$ cat src/rtl/als_pkg.sv
`default_nettype none
// ----------------------------------------------------------------------------
// als_pkg
// Shared types and constants of the addressable LED serializer.
// ----------------------------------------------------------------------------
package als_pkg;

  localparam int ColourW = 24;
  localparam int TicksW  = 8;

  // Request codes on the input channel.
  localparam logic [1:0] REQ_WRITE = 2'd0;
  localparam logic [1:0] REQ_START = 2'd1;
  localparam logic [1:0] REQ_TICK  = 2'd2;

  // Classified operations between front and back.
  localparam logic [1:0] OP_WRITE  = 2'd0;
  localparam logic [1:0] OP_START  = 2'd1;
  localparam logic [1:0] OP_TICK   = 2'd2;
  localparam logic [1:0] OP_REJECT = 2'd3;

  // Configuration register indexes.
  localparam logic [1:0] CFG_ONE_HIGH  = 2'd0;
  localparam logic [1:0] CFG_ONE_LOW   = 2'd1;
  localparam logic [1:0] CFG_ZERO_HIGH = 2'd2;
  localparam logic [1:0] CFG_ZERO_LOW  = 2'd3;

  localparam logic [TicksW-1:0] ONE_HIGH_RST  = 8'd30;
  localparam logic [TicksW-1:0] ONE_LOW_RST   = 8'd26;
  localparam logic [TicksW-1:0] ZERO_HIGH_RST = 8'd11;
  localparam logic [TicksW-1:0] ZERO_LOW_RST  = 8'd43;

  localparam logic [4:0] LAST_BIT = 5'd23;

  typedef struct packed {
    logic [1:0]         op;
    logic [7:0]         slot;
    logic [ColourW-1:0] grb;
  } als_cmd_t;

  typedef struct packed {
    logic line_level;
    logic sending;
    logic frame_done;
    logic request_error;
  } als_res_t;

endpackage
`default_nettype wire

$ cat src/rtl/addressable_led_serializer.sv
`default_nettype none
// ----------------------------------------------------------------------------
// addressable_led_serializer
// One-wire LED frame driver with a per-LED colour store and timed pulses.
// Throughput: one request beat per clock unless a full queue holds it back.
// A beat is registered in the command queue and then in the result queue.
// Two-entry queues sit between the input, the engine and the result side.
// Reset is synchronous: the colour store reads as zero, pulse lengths take their
// defaults, the queues empty and no frame is in progress. No clearing pass.
// ----------------------------------------------------------------------------
module addressable_led_serializer #(
  parameter int LED_COUNT = 4
) (
  input  wire logic       clk,
  input  wire logic       rst_n,
  input  wire logic       cfg_we,
  input  wire logic [1:0] cfg_idx,
  input  wire logic [7:0] cfg_data,
  input  wire logic       push,
  output logic            full,
  input  wire logic [1:0] in_req_type,
  input  wire logic [7:0] in_led_slot,
  input  wire logic [7:0] in_red_level,
  input  wire logic [7:0] in_green_level,
  input  wire logic [7:0] in_blue_level,
  output logic            empty,
  input  wire logic       pop,
  output logic            out_line_level,
  output logic            out_sending,
  output logic            out_frame_done,
  output logic            out_request_error
);

  import als_pkg::*;

  als_cmd_t cmd;
  logic     cmd_empty;
  logic     cmd_pop;
  als_res_t res;
  als_res_t res_q;
  logic     res_push;
  logic     res_full;

  als_front #(
    .LED_COUNT (LED_COUNT)
  ) u_front (
    .clk            (clk),
    .rst_n          (rst_n),
    .push           (push),
    .full           (full),
    .in_req_type    (in_req_type),
    .in_led_slot    (in_led_slot),
    .in_red_level   (in_red_level),
    .in_green_level (in_green_level),
    .in_blue_level  (in_blue_level),
    .cmd_pop        (cmd_pop),
    .cmd            (cmd),
    .cmd_empty      (cmd_empty)
  );

  als_back #(
    .LED_COUNT (LED_COUNT)
  ) u_back (
    .clk       (clk),
    .rst_n     (rst_n),
    .cfg_we    (cfg_we),
    .cfg_idx   (cfg_idx),
    .cfg_data  (cfg_data),
    .cmd       (cmd),
    .cmd_empty (cmd_empty),
    .cmd_pop   (cmd_pop),
    .res_full  (res_full),
    .res_push  (res_push),
    .res       (res)
  );

  als_fifo #(
    .WIDTH ($bits(als_res_t)),
    .DEPTH (2)
  ) u_res_q (
    .clk   (clk),
    .rst_n (rst_n),
    .push  (res_push),
    .wdata (res),
    .full  (res_full),
    .pop   (pop),
    .rdata (res_q),
    .empty (empty)
  );

  assign out_line_level    = res_q.line_level;
  assign out_sending       = res_q.sending;
  assign out_frame_done    = res_q.frame_done;
  assign out_request_error = res_q.request_error;

endmodule
`default_nettype wire

$ cat src/rtl/als_ram.sv
`default_nettype none
// ----------------------------------------------------------------------------
// als_ram
// Generic single-write, single-read RAM with a registered read port.
// ----------------------------------------------------------------------------
module als_ram #(
  parameter int WIDTH = 24,
  parameter int DEPTH = 4,
  parameter int AW    = (DEPTH > 1) ? $clog2(DEPTH) : 1
) (
  input  wire logic             clk,
  input  wire logic             we,
  input  wire logic [AW-1:0]    waddr,
  input  wire logic [WIDTH-1:0] wdata,
  input  wire logic [AW-1:0]    raddr,
  output logic      [WIDTH-1:0] rdata
);

  logic [WIDTH-1:0] mem_r [DEPTH];

  always_ff @(posedge clk) begin
    if (we) begin
      mem_r[waddr] <= wdata;
    end
    rdata <= mem_r[raddr];
  end

endmodule
`default_nettype wire

$ cat src/rtl/als_fifo.sv
`default_nettype none
// ----------------------------------------------------------------------------
// als_fifo
// Small register queue with full and empty flags.
// ----------------------------------------------------------------------------
module als_fifo #(
  parameter int WIDTH = 8,
  parameter int DEPTH = 2
) (
  input  wire logic             clk,
  input  wire logic             rst_n,
  input  wire logic             push,
  input  wire logic [WIDTH-1:0] wdata,
  output logic                  full,
  input  wire logic             pop,
  output logic      [WIDTH-1:0] rdata,
  output logic                  empty
);

  localparam int PW = (DEPTH > 1) ? $clog2(DEPTH) : 1;
  localparam int CW = $clog2(DEPTH + 1);

  logic [WIDTH-1:0] mem_r [DEPTH];
  logic [PW-1:0]    wr_ptr_r, wr_ptr_nxt;
  logic [PW-1:0]    rd_ptr_r, rd_ptr_nxt;
  logic [CW-1:0]    cnt_r, cnt_nxt;
  logic             do_push, do_pop;

  assign full    = (cnt_r == CW'(DEPTH));
  assign empty   = (cnt_r == '0);
  assign do_push = push && !full;
  assign do_pop  = pop && !empty;
  assign rdata   = mem_r[rd_ptr_r];

  always_comb begin
    wr_ptr_nxt = wr_ptr_r;
    rd_ptr_nxt = rd_ptr_r;
    cnt_nxt    = cnt_r;
    if (do_push) begin
      wr_ptr_nxt = (wr_ptr_r == PW'(DEPTH - 1)) ? '0 : wr_ptr_r + 1'b1;
    end
    if (do_pop) begin
      rd_ptr_nxt = (rd_ptr_r == PW'(DEPTH - 1)) ? '0 : rd_ptr_r + 1'b1;
    end
    if (do_push && !do_pop) begin
      cnt_nxt = cnt_r + 1'b1;
    end else if (do_pop && !do_push) begin
      cnt_nxt = cnt_r - 1'b1;
    end
  end

  always_ff @(posedge clk) begin
    if (!rst_n) begin
      wr_ptr_r <= '0;
      rd_ptr_r <= '0;
      cnt_r    <= '0;
    end else begin
      wr_ptr_r <= wr_ptr_nxt;
      rd_ptr_r <= rd_ptr_nxt;
      cnt_r    <= cnt_nxt;
    end
  end

  always_ff @(posedge clk) begin
    if (do_push) begin
      mem_r[wr_ptr_r] <= wdata;
    end
  end

endmodule
`default_nettype wire

$ cat src/rtl/als_front.sv
`default_nettype none
// ----------------------------------------------------------------------------
// als_front
// Accepts request beats, classifies them and queues them for the engine.
// ----------------------------------------------------------------------------
module als_front #(
  parameter int LED_COUNT = 4
) (
  input  wire logic              clk,
  input  wire logic              rst_n,
  input  wire logic              push,
  output logic                   full,
  input  wire logic [1:0]        in_req_type,
  input  wire logic [7:0]        in_led_slot,
  input  wire logic [7:0]        in_red_level,
  input  wire logic [7:0]        in_green_level,
  input  wire logic [7:0]        in_blue_level,
  input  wire logic              cmd_pop,
  output als_pkg::als_cmd_t      cmd,
  output logic                   cmd_empty
);

  import als_pkg::*;

  als_cmd_t cls;
  logic     slot_bad;

  assign slot_bad = ({1'b0, in_led_slot} >= 9'(LED_COUNT));

  always_comb begin
    cls.slot = in_led_slot;
    cls.grb  = {in_green_level, in_red_level, in_blue_level};
    unique case (in_req_type)
      REQ_WRITE: cls.op = slot_bad ? OP_REJECT : OP_WRITE;
      REQ_START: cls.op = OP_START;
      REQ_TICK:  cls.op = OP_TICK;
      default:   cls.op = OP_REJECT;
    endcase
  end

  als_fifo #(
    .WIDTH ($bits(als_cmd_t)),
    .DEPTH (2)
  ) u_cmd_q (
    .clk   (clk),
    .rst_n (rst_n),
    .push  (push),
    .wdata (cls),
    .full  (full),
    .pop   (cmd_pop),
    .rdata (cmd),
    .empty (cmd_empty)
  );

endmodule
`default_nettype wire

$ cat src/rtl/als_back.sv
`default_nettype none
// ----------------------------------------------------------------------------
// als_back
// Frame engine: colour store, pulse timing and one result per command.
// ----------------------------------------------------------------------------
module als_back #(
  parameter int LED_COUNT = 4
) (
  input  wire logic              clk,
  input  wire logic              rst_n,
  input  wire logic              cfg_we,
  input  wire logic [1:0]        cfg_idx,
  input  wire logic [7:0]        cfg_data,
  input  wire als_pkg::als_cmd_t cmd,
  input  wire logic              cmd_empty,
  output logic                   cmd_pop,
  input  wire logic              res_full,
  output logic                   res_push,
  output als_pkg::als_res_t      res
);

  import als_pkg::*;

  localparam int AW = (LED_COUNT > 1) ? $clog2(LED_COUNT) : 1;

  logic [TicksW-1:0]  one_high_r, one_low_r, zero_high_r, zero_low_r;
  logic               busy_r, busy_nxt;
  logic [AW-1:0]      led_r, led_nxt;
  logic [4:0]         bit_r, bit_nxt;
  logic               high_r, high_nxt;
  logic [TicksW-1:0]  ph_r, ph_nxt;
  logic [ColourW-1:0] word_r, word_nxt;
  logic [ColourW-1:0] word0_r;
  logic [LED_COUNT-1:0] vld_r;
  logic               rd_vld_r;
  logic [ColourW-1:0] rd_data;
  logic [AW-1:0]      rd_addr;
  logic [AW-1:0]      wr_addr;
  logic               is_last;
  logic               wr_en;
  logic               cur_bit;
  logic [TicksW-1:0]  len;
  logic [TicksW:0]    ph_inc;

  assign cmd_pop  = !cmd_empty && !res_full;
  assign res_push = cmd_pop;
  assign wr_addr  = cmd.slot[AW-1:0];
  assign wr_en    = cmd_pop && !busy_r && (cmd.op == OP_WRITE);
  assign is_last  = ({1'b0, led_r} == (AW + 1)'(LED_COUNT - 1));
  assign rd_addr  = is_last ? '0 : led_r + 1'b1;
  assign cur_bit  = word_r[ColourW-1];
  assign ph_inc   = {1'b0, ph_r} + 1'b1;

  always_comb begin
    if (high_r) begin
      len = cur_bit ? one_high_r : zero_high_r;
    end else begin
      len = cur_bit ? one_low_r : zero_low_r;
    end
  end

  als_ram #(
    .WIDTH (ColourW),
    .DEPTH (LED_COUNT),
    .AW    (AW)
  ) u_store (
    .clk   (clk),
    .we    (wr_en),
    .waddr (wr_addr),
    .wdata (cmd.grb),
    .raddr (rd_addr),
    .rdata (rd_data)
  );

  always_comb begin
    busy_nxt          = busy_r;
    led_nxt           = led_r;
    bit_nxt           = bit_r;
    high_nxt          = high_r;
    ph_nxt            = ph_r;
    word_nxt          = word_r;
    res.line_level    = 1'b0;
    res.sending       = 1'b0;
    res.frame_done    = 1'b0;
    res.request_error = 1'b0;
    if (cmd_pop) begin
      if (busy_r && (cmd.op != OP_TICK)) begin
        res.line_level    = high_r;
        res.sending       = 1'b1;
        res.request_error = 1'b1;
      end else begin
        unique case (cmd.op)
          OP_WRITE: begin
          end
          OP_REJECT: begin
            res.request_error = 1'b1;
          end
          OP_START: begin
            busy_nxt       = 1'b1;
            led_nxt        = '0;
            bit_nxt        = '0;
            high_nxt       = 1'b1;
            ph_nxt         = '0;
            word_nxt       = word0_r;
            res.line_level = 1'b1;
            res.sending    = 1'b1;
          end
          OP_TICK: begin
            if (busy_r) begin
              res.line_level = high_r;
              res.sending    = 1'b1;
              if (ph_inc >= {1'b0, len}) begin
                ph_nxt = '0;
                if (high_r) begin
                  high_nxt = 1'b0;
                end else if (bit_r >= LAST_BIT) begin
                  bit_nxt = '0;
                  if (is_last) begin
                    busy_nxt       = 1'b0;
                    led_nxt        = '0;
                    res.frame_done = 1'b1;
                  end else begin
                    led_nxt  = led_r + 1'b1;
                    high_nxt = 1'b1;
                    word_nxt = rd_vld_r ? rd_data : '0;
                  end
                end else begin
                  bit_nxt  = bit_r + 1'b1;
                  high_nxt = 1'b1;
                  word_nxt = {word_r[ColourW-2:0], 1'b0};
                end
              end else begin
                ph_nxt = ph_inc[TicksW-1:0];
              end
            end
          end
        endcase
      end
    end
  end

  always_ff @(posedge clk) begin
    if (!rst_n) begin
      busy_r      <= 1'b0;
      led_r       <= '0;
      bit_r       <= '0;
      high_r      <= 1'b0;
      ph_r        <= '0;
      word_r      <= '0;
      word0_r     <= '0;
      vld_r       <= '0;
      rd_vld_r    <= 1'b0;
      one_high_r  <= ONE_HIGH_RST;
      one_low_r   <= ONE_LOW_RST;
      zero_high_r <= ZERO_HIGH_RST;
      zero_low_r  <= ZERO_LOW_RST;
    end else begin
      busy_r   <= busy_nxt;
      led_r    <= led_nxt;
      bit_r    <= bit_nxt;
      high_r   <= high_nxt;
      ph_r     <= ph_nxt;
      word_r   <= word_nxt;
      rd_vld_r <= vld_r[rd_addr];
      if (wr_en) begin
        vld_r[wr_addr] <= 1'b1;
        if (wr_addr == '0) begin
          word0_r <= cmd.grb;
        end
      end
      if (cfg_we) begin
        unique case (cfg_idx)
          CFG_ONE_HIGH:  one_high_r  <= cfg_data;
          CFG_ONE_LOW:   one_low_r   <= cfg_data;
          CFG_ZERO_HIGH: zero_high_r <= cfg_data;
          CFG_ZERO_LOW:  zero_low_r  <= cfg_data;
        endcase
      end
    end
  end

endmodule
`default_nettype wire

$ cat config.mk
export PLATFORM = sky130hd
export DESIGN_NAME = addressable_led_serializer
export DESIGN_NICKNAME = d
export VERILOG_FILES = /design/src/rtl/als_pkg.sv /design/src/rtl/addressable_led_serializer.sv /design/src/rtl/als_ram.sv /design/src/rtl/als_fifo.sv /design/src/rtl/als_front.sv /design/src/rtl/als_back.sv
export SDC_FILE = /design/constraint.sdc
export NUM_CORES = 1
export LEC_CHECK = 0
export BUFFER_PORTS_ARGS = -buffer_cell sky130_fd_sc_hd__buf_4
export CAP_MARGIN = 20
export CORE_ASPECT_RATIO = 1.75
export CORE_MARGIN = 2
export CORE_UTILIZATION = 45
export DETAILED_ROUTE_END_ITERATION = 10
export PLACE_DENSITY = 0.72
export SLEW_MARGIN = 20
export SYNTH_ARGS = -nofsm -noshare
export SYNTH_HDL_FRONTEND = slang
export SYNTH_SLANG_ARGS = --single-unit
$ cat constraint.sdc
create_clock -name clk -period 5.35 [get_ports clk]
set_input_delay 0.2675 -clock clk [delete_from_list [all_inputs] [get_ports clk]]
set_output_delay 0.2675 -clock clk [all_outputs]
set_load 0.02 [all_outputs]
# Word level (Yosys, flattened, before mapping)
# Memory sizes are Yosys's and may differ from the RTL's. A register that Yosys moved wholly into a read port is not among the register bits.
# Cells that the tools add are included.
# Widths: inputs -> output; s select.
dict set report totals {
  ram_bits 172
  regBits 110
  n_memories 3
  elab_cells 170
}
dict set report op_classes {
  n_lt_le_gt_ge 6
  bitwise 2
  eq_ne 17
  addsub 11
  mux 70
  n_reduce_logical 42
}
# memory depth width read_ports rd_clocked_by_memory_dff wr line_no
set mem_list {}
lappend mem_list {u_back.u_store.mem_r 4 24 1 1 1 als_ram.sv:19} ;# logic [WIDTH-1:0] mem_r [DEPTH];
lappend mem_list {u_front.u_cmd_q.mem_r 2 34 1 1 1 als_fifo.sv:23} ;# logic [WIDTH-1:0] mem_r [DEPTH];
lappend mem_list {u_res_q.mem_r 2 4 1 1 1 als_fifo.sv:23}
# operator count
set ops {}
lappend ops {{$mux 24} 6}
lappend ops {{$pmux 24 s2} 1}
lappend ops {{$mux 8} 5}
lappend ops {{$mux 1} 32}
lappend ops {{$mux 2} 11}
lappend ops {{$mux 5} 4}
lappend ops {{$eq 2x2->1 const B} 8}
lappend ops {{$pmux 8 s2} 1}
lappend ops {{$reduce_and 7->1} 2}
lappend ops {{$logic_and 1x1->1} 13}
lappend ops {{$logic_not 2->1} 6}
lappend ops {{$pmux 5 s2} 1}
lappend ops {{$reduce_and 2->1} 5}
lappend ops {{$add 8x1->9 const B} 1}
lappend ops {{$ge 9x8->1} 1}
lappend ops {{$logic_not 1->1} 9}
lappend ops {{$ge 8x3->1 const B} 1}
lappend ops {{$pmux 2 s2} 2}
lappend ops {{$add 2x1->2 const B} 3}
lappend ops {{$eq 2x1->1 const B} 3}
lappend ops {{$lt 2x3->1 const B} 2}
lappend ops {{$ne 2x1->1 const B} 3}
lappend ops {{$pmux 2 s3} 1}
lappend ops {{$reduce_and 6->1} 1}
lappend ops {{other kinds (18)} 26}

# Depth between registers and ports, before layout
# Gate-level depths: netlist of run 1.
dict set report depth {
  word_depth 9
  depth_mapped 13
  ltp_nobuf 10
}

# Hierarchy
# A second synthesis of run 1 with hierarchy kept.
dict set report hier_totals {
  cells_unflattened 926
  area_unflattened_um2 12456.9
}
# module n_inst area_per_inst_um2 seq_area_each_um2 cells_each
set modules_own_cells {}
lappend modules_own_cells {als_back 1 5188.7 2042.0 596}
lappend modules_own_cells {als_ram 1 4015.1 3363.2 154}
lappend modules_own_cells {{als_fifo at u_front.u_cmd_q} 1 2686.3 2142.1 131}
lappend modules_own_cells {{als_fifo at u_res_q} 1 513.0 340.3 38}
lappend modules_own_cells {als_front 1 53.8 0.0 7}

# Least setup slack after synthesis of run 1
# OpenSTA, ideal clock, no wires.
dict set report synth_timing {
  kind {flip-flop to flip-flop}
  start {reg with a tool-made name}
  end {mem u_back.u_store.mem_r[6][0] (netlist: u_back.u_store.mem_r[3][0]), enable pin}
  path_stages_with_launch 7
  path_slack_ns 2.119
  arrival_time_ns 2.816
  required_time_ns 4.935
  setup_time_ns 0.415
  synth_period_minus_slack_ns 3.231
  path_buffers 2
  path_cell_list {dfxtp_1 -> clkbuf_1 -> clkbuf_1 -> mux2i_1 -> ha_1 -> nand3_1 -> a21oi_1}
}
# element line_no
set synth_lines {}
lappend synth_lines {{end, declared} als_ram.sv:19}

==> impl_results.md, run 1 <==
- Setup TNS: 0 ns
- Crit path kind: flip-flop to flip-flop
- First drt pass iteration count: 4
- Via density: 5.39
- Final Hold Fails: 0
- CP Buf/Inv Count: 3
- Layout Area Growth over Synthesis: 15.7%
- Layout Nets: 1,060
- Post CTS Setup Buffer Count: 0
- RSZ-0062 raised after global routing: no
- Switching pwr: 1.53 mW
- Period utilization: 69.8%
- Synth warn: 0
- Worst R2R Path Depth: 10
- H-tree depth: 1
- Crit-path most repeated cell: buf_4
- Area post-placement: 12,700 um2
- Worst Hold Class: input pin to flip-flop
- Largest net degree at the start of global routing: 63
- Gr usage total: 16.2%
- GP Congestion: 0.840
- TritonCTS clock tree: yes
- WHS Endpoint: u_front.u_cmd_q.mem_r[1][32]
- Routed wire per std cell: 16.9 um
- # DRC: 0
- Vias in the first global route: 7,422
- Finished Layout Cells: 1,338
- Clock Sinks: 296
- Crit path required time: 5.77 ns
- Syn Nets: 982
- Clock group share of total power: 33.1%
- Worst clock skew: 0.0232 ns
- Layout cell share with drive strength beyond 1: 20.6%
- Port Buf Inserts: 54
- Remaining antenna violation count: 0
- Number of synthesized flops with an enable pin: 160
- Max Slew Vio Count: 0
- Total CTS buffers: 27
- Critical hold path startpoint: in_req_type[0]
- CP Capture Type: flip-flop
- Row count: 79
- Setup violators final: 0
- Grt total ovfl: 0
- Register share of total power: 49.1%
- Hold Crit Depth: 2
- Placed insts: 1,254
- CP cell instances: buf_4 > mux2i_1 > inv_1 > ha_2 > ha_1 > nand4bb_1 > a21o_1 > o22a_1 > buf_4 > mux2_1
- Vias: 7,213
- Post-route worst setup slack: 1.62 ns
- Seq cells post-synth: 296
- Rel. slew slack: 30.2%
- Clock transition at the registers of the reported paths: 0.07 ns
- Initial antenna violation count: 0
- Outcome: finished, final reports clean
- Chip width: 128 um
- Critical path arrival: 4.15 ns
- Initial Util: 45.6%
- Chip Height: 220 um
- Design Power: 5.68 mW
- Detailed Route WL: 22.6 mm
- Worst ir drop on vdd: 0.278 mV
- Fin Hold WS: 0.109 ns
- Post-synthesis sequential area ratio: 62.6%
- Antenna diode count: 0
- Period minus WS final: 3.73 ns
- First-pass GRT wire length: 36.6 mm
- Net Sw Frac: 27.0%
- Pre-CTS setup slack: 1.65 ns
- Post-synthesis instance total: 915
- Core area: 26,400 um2
- Cell Area, Synth: 12,000 um2
- Final instance area: 13,900 um2
- FF-to-FF setup slack: 1.62 ns
- Max-cap violations: 0
- CTS root buffer: clkbuf_16
- Leakage: 4.87 nW
- Crit path launch type: flip-flop
- Fmax: 0.268 GHz
- CP peak stage delay: 0.58 ns
- Clock buffer depth: 3
- CP delay by family, top: multiplexers
- I/O pin cnt: 55
- Slowest-stage cell, CP: nand4bb_1
- Measured slew at the worst slew-check pin: 1.04 ns
- Clk Latency, worst-skew pair: 0.55 ns
- 1st-iter DRT viols: 368
- Synth unique cells: 63
- Die Area: 28,100 um2
- Final core occ: 52.7%
- Cell Pwr Density: 408 nW/um2
- Post-DP HPWL: 14.0 mm
- Reg-to-Reg End: u_back.word_r[4]
- Synth Area per Inst: 13.1 um2
- Comb pwr share: 17.8%
- Commonest register cell after synthesis: edfxtp_1
- CP Max Fanout: 34
- Asr flop ratio synth: 0%
- Power Internal: 4.15 mW
==> registers in the layout, summed over array words and instances (netlist names), named ones only <==
register / cells
u_front.u_cmd_q.rd_ptr_r: 1
u_back.u_store.mem_r: 96
u_front.u_cmd_q.wr_ptr_r: 1
u_res_q.cnt_r: 2
u_back.word_r: 24
u_res_q.rd_ptr_r: 1
u_front.u_cmd_q.mem_r: 56
u_back.bit_r: 5
u_back.vld_r: 4
u_back.ph_r: 8
u_back.rd_vld_r: 1
u_front.u_cmd_q.cnt_r: 2
u_back.busy_r: 1
u_back.one_high_r: 8
u_back.led_r: 2
u_back.one_low_r: 8
u_back.zero_low_r: 8
u_back.zero_high_r: 8
u_back.u_store.rdata: 24
u_res_q.wr_ptr_r: 1
u_res_q.mem_r: 8
u_back.word0_r: 24
u_back.high_r: 1
==> final cells by class <==
cell class | count | area (um2)
well taps | 324 | 405
clock buffers | 31 | 701
fillers | 2123 | 12500
clock inverters | 19 | 166
repair buffers | 101 | 843
inverters | 24 | 91.3
flip-flops and latches | 296 | 7530
multi-input cells | 543 | 4180
==> cells in the final DEF, fill, tap and decap left out, drive strengths merged, types with 6 or more instances in the layout <==
cell,instances
xor2,10
clkinv,10
inv,26
nand3,46
nor2,87
mux2i,36
o21ai,9
nand2,92
a311oi,23
xnor2,11
ha,18
dlygate4sd3,34
mux4,33
nor3,11
and2,25
a21oi,29
buf,67
mux2,52
clkbuf,31
or2,6
dfxtp,136
edfxtp,160
==> logic make-up after synthesis <==
logic type                 Yosys count  share of synthesized area, %
AOI/OAI and AO/OA                   88                          5.10
xor gates and xnor gates            21                          1.53
adders and majority gates           18                          1.87
buffers and inverters               76                          2.93
DFF                                296                          62.6
muxes                              121                          14.6
and+or+nand+nor                    295                          11.3
==> synthesized netlist by cell type, types with 5 or more instances <==
cell type	number	share of area [%]
dfxtp_1	136	23
a311oi_1	23	1.7
xor2_1	10	0.73
mux4_2	33	6.2
and2_1	25	1.3
nand2_1	92	2.9
inv_1	22	0.69
edfxtp_1	160	40
nand3_1	46	1.9
nor2_1	86	2.7
nor3_1	10	0.42
clkbuf_1	31	0.97
mux2_2	29	2.7
buf_2	11	0.46
mux2i_1	36	3.0
xnor2_1	11	0.80
a21oi_1	29	1.2
ha_1	18	1.9
o21ai_0	6	0.25
mux2_4	19	2.4
or3_1	5	0.26
==> power by group through the flow <==
| stage | logic, mW | clock network, mW | registers [mW] |
|---|---|---|---|
| 3_5_place_dp | 0.992 | 0 | 2.84 |
| 4_1_cts | 1.02 | 1.92 | 2.79 |
| 5_1_grt | 1.12 | 2.01 | 2.81 |
| 3_3_place_gp | 0.967 | 0 | 2.83 |
| 2_1_floorplan | 0.766 | 0 | 2.79 |
| 6_report | 1.01 | 1.88 | 2.79 |
==> metal layers <==
layer  track usage, %  up-vias  routed length, um
met1             17.8     3498               8950
met4             7.95        0                768
li1                 -     3503                  -
met5                0        -                  0
met2             30.7      152              12100
met3             1.96       60                815
==> how the worst max path moves through the flow <==
| stage | start | endpoint | cells past startpoint |
|---|---|---|---|
| finish | flip-flop | u_back.word_r[4] | 10 |
| CTS | flip-flop | u_back.word_r[4] | 10 |
| detailed placement | flip-flop | u_back.word_r[2] | 10 |
| global route | flip-flop | u_back.word_r[4] | 10 |
| global placement | flip-flop | u_back.word_r[4] | 10 |
| floorplan | flip-flop | u_back.u_store.mem_r[3][0] | 6 |
==> timing repair <==
action	4_1_cts	5_1_grt
endpoints found under the hold margin	84	0
hold buffers	34	0
endpoints found under the setup margin	0	0
resized for setup	0	0
(Power assumes the default switching activity.)
==> inputs of run 2 (changes only) <==
Settings changed: PLACE_DENSITY 0.72 to 0.75.
Clock period 5.35 ns to 3.19 ns, I/O delays scaled along.
==> impl_results.md, run 2 (synthesized netlist as in run 1, its figures left out) <==
- Outcome: finished, final reports clean
- Crit path launch type: flip-flop
- Row count: 79 (unchanged)
- TritonCTS clock tree: yes
- Initial antenna violation count: 0 (unchanged)
- Core area: 26,400 um2 (unchanged)
- Final core occ: 54.0% (+1.3 points)
- Multi-input gate area: 4200 um2 (+0.48%)
- Number of flip-flops in the largest register: 96 (unchanged)
- Period utilization: 95.7% (+26 points)
- Post-route worst setup slack: 0.138 ns (-1.48 ns)
- Crit path required time: 3.61 ns (-2.16 ns)
- Chip width: 128 um (unchanged)
- CTS root buffer: clkbuf_16
- Period minus WS final: 3.05 ns (-0.682 ns)
- Most frequent cells in the layout: edfxtp_1 (160), dfxtp_1 (134), nand2_1 (92)
- Vias in the first global route: 7,604 (+2.5%)
- Routed wire per std cell: 16.9 um (-0.12%)
- Final Hold Fails: 0 (unchanged)
- Largest registers: u_back.u_store.mem_r: 96 flops, u_front.u_cmd_q.mem_r: 56 flops
- Remaining antenna violation count: 0 (unchanged)
- Crit path kind: flip-flop to flip-flop
- Layout Area Growth over Synthesis: 18.5%
- Detailed Route WL: 23.1 mm (+2.1%)
- Fill cell total of the finished layout: 2,069 (-2.5%)
- Measured slew at the worst slew-check pin: 0.728 ns (-0.317 ns)
- Chip Height: 220 um (unchanged)
- GP Congestion: 0.874 (+4.0%)
- Initial Util: 45.6% (unchanged)
- First drt pass iteration count: 5 (+1)
- Grt total ovfl: 0 (unchanged)
- Leakage: 5.06 nW (+4.0%)
- Total CTS buffers: 27 (unchanged)
- CP Max Fanout: 6 (-82%)
- Clock Sinks: 296 (unchanged)
- Rel. slew slack: 51.3% (+21 points)
- Gr usage total: 16.6% (+0.34 points)
- Max Slew Vio Count: 0 (unchanged)
- Worst Hold Class: input pin to flip-flop
- Placed insts: 1,274 (+1.6%)
- Via density: 5.39 (about the same)
- Antenna diode count: 0 (unchanged)
- Fmax: 0.328 GHz (+22%)
- Port Buf Inserts: 54 (unchanged)
- CP Capture Type: flip-flop
- Clock buffer depth: 3 (unchanged)
- Reg with most FFs: u_back.u_store.mem_r
- Setup violators final: 0 (unchanged)
- Worst ir drop on vdd: 0.488 mV (+76%)
- I/O pin cnt: 55 (unchanged)
- Fin Hold WS: 0.0164 ns (-0.0925 ns)
- Layout Nets: 1,090 (+2.8%)
- # DRC: 0 (unchanged)
- Max-cap violations: 0 (unchanged)
- Cell Pwr Density: 677 nW/um2 (+66%)
- First-pass GRT wire length: 37.4 mm (+2.2%)
- Pre-CTS setup slack: 0.0424 ns (-1.61 ns)
- Worst clock skew: 0.0273 ns (+0.00412 ns)
- H-tree depth: 1 (unchanged)
- Clock transition at the registers of the reported paths: 0.06 ns (about the same)
- Die Area: 28,100 um2 (unchanged)
- Vias: 7,377 (+2.3%)
- 1st-iter DRT viols: 418 (+14%)
- Critical path arrival: 3.48 ns (-0.67 ns)
- Layout cell share with drive strength beyond 1: 22.5% (+1.9 points)
- Finished Layout Cells: 1,368 (+2.2%)
- Clk Latency, worst-skew pair: 0.56 ns (about the same)
- Post-DP HPWL: 14.6 mm (+4.7%)
- Most common cell after layout, fill and taps aside: edfxtp_1
- Largest net degree at the start of global routing: 62 (-1.6%)
- Register area: 7530 um2 (about the same)
-- run 2: cell count changes in the layout (fill, tap and decap cells not counted), moves of 2 or more --
cell and change:
buf_4 +19, clkbuf_1 +7, dlygate4sd3_1 +5, clkinv_2 -4, buf_12 +3, clkbuf_16 +3, clkbuf_8 +3, clkinvlp_4 -3
dfxtp_1 -2, dfxtp_2 +2, nor2_2 +2, nor2_4 -2
-- run 2: path summary, 6_finish.rpt --
path                   start              endpoint  slack [ns]  cells after the start
max           u_back.ph_r[0]     u_back.word_r[11]        0.14                     11
min                    rst_n  u_back.one_high_r[3]        0.02                      2
max reg2reg   u_back.ph_r[0]     u_back.word_r[11]        0.14                     11
min reg2reg  u_back.vld_r[2]       u_back.vld_r[2]        0.46                      1
-- run 2: cell type report --
cell class              count  area share, %
inverters                  24          0.641
clock buffers              42           5.57
clock inverters             8          0.483
repair buffers            131           8.12
well taps                 324           2.85
multi-input cells         543           29.5
flip-flops and latches    296           52.9
-- run 2: repair_timing --
item,4_1_cts,5_1_grt
endpoints found under the hold margin,88,0
pin swaps,0,3
cloned,0,3
hold buffers,39,0
buffers inserted,0,2
setup endpoints to repair,1,22
gates resized for setup,2,6
-- run 2: power breakdown --
part	internal (mW)	switching, mW
logic	0.826	1.05
clock network	1.79	1.33
registers	4.50	0.150
-- run 2: metal layers --
| metal | vias to the layer above | part of all wire, % | global-route usage [%] |
|---|---|---|---|
| met4 | 0 | 2.5 | 6.74 |
| met3 | 42 | 3.4 | 2.39 |
| met1 | 3631 | 39 | 18.5 |
| met5 | - | 0 | 0 |
| li1 | 3554 | - | - |
| met2 | 150 | 55 | 31.3 |
-- run 2: worst max-delay path, stage by stage, from the launching register on --
cell and delay (ns):
dfxtp_1 0.34, ha_1 0.17, nand4_1 0.11, or2_2 0.32, xnor2_2 0.14, ha_1 0.32
a21oi_2 0.18, o221ai_2 0.14, a221oi_2 0.31, o22a_2 0.36, clkbuf_16 0.22, mux2_4 0.30
-- run 2: metrics by stage --
stage	power (mW)	TNS (ns)	area [um2]
final	9.65	0	14200
after CTS	9.64	0	14100
after floorplan	5.97	0	12000
after global routing	10.1	-0.0545	14200
after detailed placement	6.49	0	12900
after global placement	6.43	0	12900
==> inputs of run 3 (changes only) <==
Settings changed: BUFFER_PORTS_ARGS -buffer_cell sky130_fd_sc_hd__buf_4 to unset, DONT_BUFFER_PORTS set to 1, PLACE_DENSITY 0.75 to unset.
==> impl_results.md, run 3 (synthesized netlist as in run 1, its figures left out) <==
- Post-DP HPWL: 14.8 mm (+1.3%)
- Setup TNS: 0 ns (unchanged)
- Via density: 5.46 (+1.3%)
- Layout Area Growth over Synthesis: 16.2%
- Period utilization: 95.2% (-0.46 points)
- Clk Latency, worst-skew pair: 0.55 ns (about the same)
- CP Max Fanout: 9 (+3)
- Critical Path Stages: 11 (unchanged)
- Clock Sinks: 296 (unchanged)
- Outcome: finished, final reports clean
- Reg with most FFs: u_back.u_store.mem_r
- Remaining antenna violation count: 0 (unchanged)
- Hold Crit Depth: 4 (+2)
- Initial antenna violation count: 0 (unchanged)
- H-tree depth: 1 (unchanged)
- Crit path kind: flip-flop to flip-flop
- Layout cell share with drive strength beyond 1: 17.2% (-5.3 points)
- Largest registers: u_back.u_store.mem_r: 96 flops, u_front.u_cmd_q.mem_r: 56 flops
- Chip width: 128 um (unchanged)
- Final Hold Fails: 0 (unchanged)
- Crit path required time: 3.62 ns (about the same)
- Antenna diode count: 0 (unchanged)
- Clock transition at the registers of the reported paths: 0.07 ns (about the same)
- Port Buf Inserts: 0 (-100%)
- Chip Height: 220 um (unchanged)
- Rel. slew slack: 49.8% (-1.5 points)
- Gr usage total: 17.5% (+0.90 points)
- CP Capture Type: flip-flop
- Die Area: 28,100 um2 (unchanged)
- Largest net degree at the start of global routing: 62 (unchanged)
- Total CTS buffers: 28 (+3.7%)
- Initial Util: 45.6% (unchanged)
- Worst clock skew: 0.0126 ns (-0.0147 ns)
- Worst Hold Class: input pin to flip-flop
- Grt total ovfl: 0 (unchanged)
- Fmax: 0.329 GHz (+0.49%)
- Cell Pwr Density: 694 nW/um2 (+2.4%)
- Fill cell total of the finished layout: 2,211 (+6.9%)
- GP Congestion: 0.816 (-6.5%)
- Max Slew Vio Count: 0 (unchanged)
- # DRC: 0 (unchanged)
- CP delay by family, top: compound AO/OA/AOI/OAI gates
- Clock buffer depth: 3 (unchanged)
- CTS root buffer: clkbuf_16
- First-pass GRT wire length: 38.9 mm (+3.9%)
- Routed wire per std cell: 18.1 um (+7.0%)
- Register area: 7530 um2 (about the same)
- Number of flip-flops in the largest register: 96 (unchanged)
- Vias: 7,234 (-1.9%)
- CP peak stage delay: 0.35 ns (about the same)
- Most common cell after layout, fill and taps aside: edfxtp_1
- Detailed Route WL: 23.9 mm (+3.5%)
- Crit path launch type: flip-flop
- CP cell instances: ha_1 > nand4_1 > or2_2 > xnor2_1 > ha_1 > a21oi_2 > o221ai_1 > a221oi_2 > o22a_2 > buf_6 > mux2_4
- 1st-iter DRT viols: 344 (-18%)
- Area post-placement: 12,400 um2 (-3.4%)
- Multi-input gate area: 4190 um2 (-0.36%)
- Period minus WS final: 3.04 ns (-0.0148 ns)
- Final core occ: 53.0% (-1.0 points)
- RSZ-0062 raised after global routing: no
- Crit-path most repeated cell: ha_1
- Slowest-stage cell, CP: dfxtp_1
- Layout Nets: 1,045 (-4.1%)
- Worst ir drop on vdd: 0.487 mV (-0.17%)
- I/O pin cnt: 55 (unchanged)
- Setup violators final: 0 (unchanged)
- Most frequent cells in the layout: edfxtp_1 (160), dfxtp_1 (136), nand2_1 (92)
- Critical path arrival: 3.47 ns (about the same)
- Max-cap violations: 0 (unchanged)
- Worst R2R Path Depth: 11 (unchanged)
- First drt pass iteration count: 6 (+1)
- Leakage: 4.83 nW (-4.5%)
- Row count: 79 (unchanged)
- Final instance area: 14,000 um2 (-1.9%)
- Core area: 26,400 um2 (unchanged)
- CP Buf/Inv Count: 1 (unchanged)
- Vias in the first global route: 7,656 (+0.68%)
- TritonCTS clock tree: yes
- Measured slew at the worst slew-check pin: 0.752 ns (+0.0240 ns)
-- run 3: power by group --
group          switching [mW]  internal, mW  total [mW]
combinational            1.02         0.708        1.73
sequential              0.154          4.50        4.65
clock                    1.36          1.95        3.31
total                    2.54          7.16        9.70
-- run 3: worst paths after layout --
check / startpoint / endpoint / slack, ns
worst max register to register: u_back.ph_r[1] / u_back.word_r[17] / 0.15
worst max-delay path: u_back.ph_r[1] / u_back.word_r[17] / 0.15
worst min-delay path: cfg_idx[0] / u_back.one_low_r[2] / 0.04
worst min register to register: u_back.zero_high_r[2] / u_back.zero_high_r[2] / 0.46
-- run 3: metal layers --
layer | wire length (um) | vias up | part of all wire [%] | track usage (%)
met3 | 719 | 45 | 3.0 | 2.18
met4 | 584 | 0 | 2.4 | 6.48
met1 | 9280 | 3594 | 39 | 18.8
li1 | - | 3462 | - | -
met5 | 0 | - | 0 | 0
met2 | 13300 | 133 | 56 | 34.4
-- run 3: worst min-delay path, delay by kind of cell --
family / cells / cell delay (ns)
and+or+nand+nor: 3 / 0.33
AOI/OAI and AO/OA: 1 / 0.05
-- run 3: what timing repair did --
item | 4_1_cts | 5_1_grt
setup buffers | 0 | 0
endpoints found under the setup margin | 0 | 24
gates resized for setup | 0 | 5
endpoints found under the hold margin | 123 | 9
hold buffers | 54 | 1
-- run 3: cell type report --
cell class / count / area share (%)
Clock buffer: 37 / 5.55
Clock inverter: 15 / 1.06
Inverter: 24 / 0.645
Multi-Input combinational cell: 543 / 29.9
Sequential cell: 296 / 53.9
Tap cell: 324 / 2.90
Timing Repair Buffer: 85 / 6.04
-- run 3: through the flow --
stage / std cells / power, mW / setup WS [ns] / hold slack, ns
after floorplan: 915 / 5.97 / 0.118 / 0.258
after global placement: 1216 / 6.34 / 0.126 / 0.228
after detailed placement: 1216 / 6.38 / 0.0716 / 0.232
after CTS: 1322 / 9.78 / 0.0551 / 0.0105
after global routing: 1324 / 10.2 / 0.00409 / 0.0610
final: 1324 / 9.70 / 0.152 / 0.0380
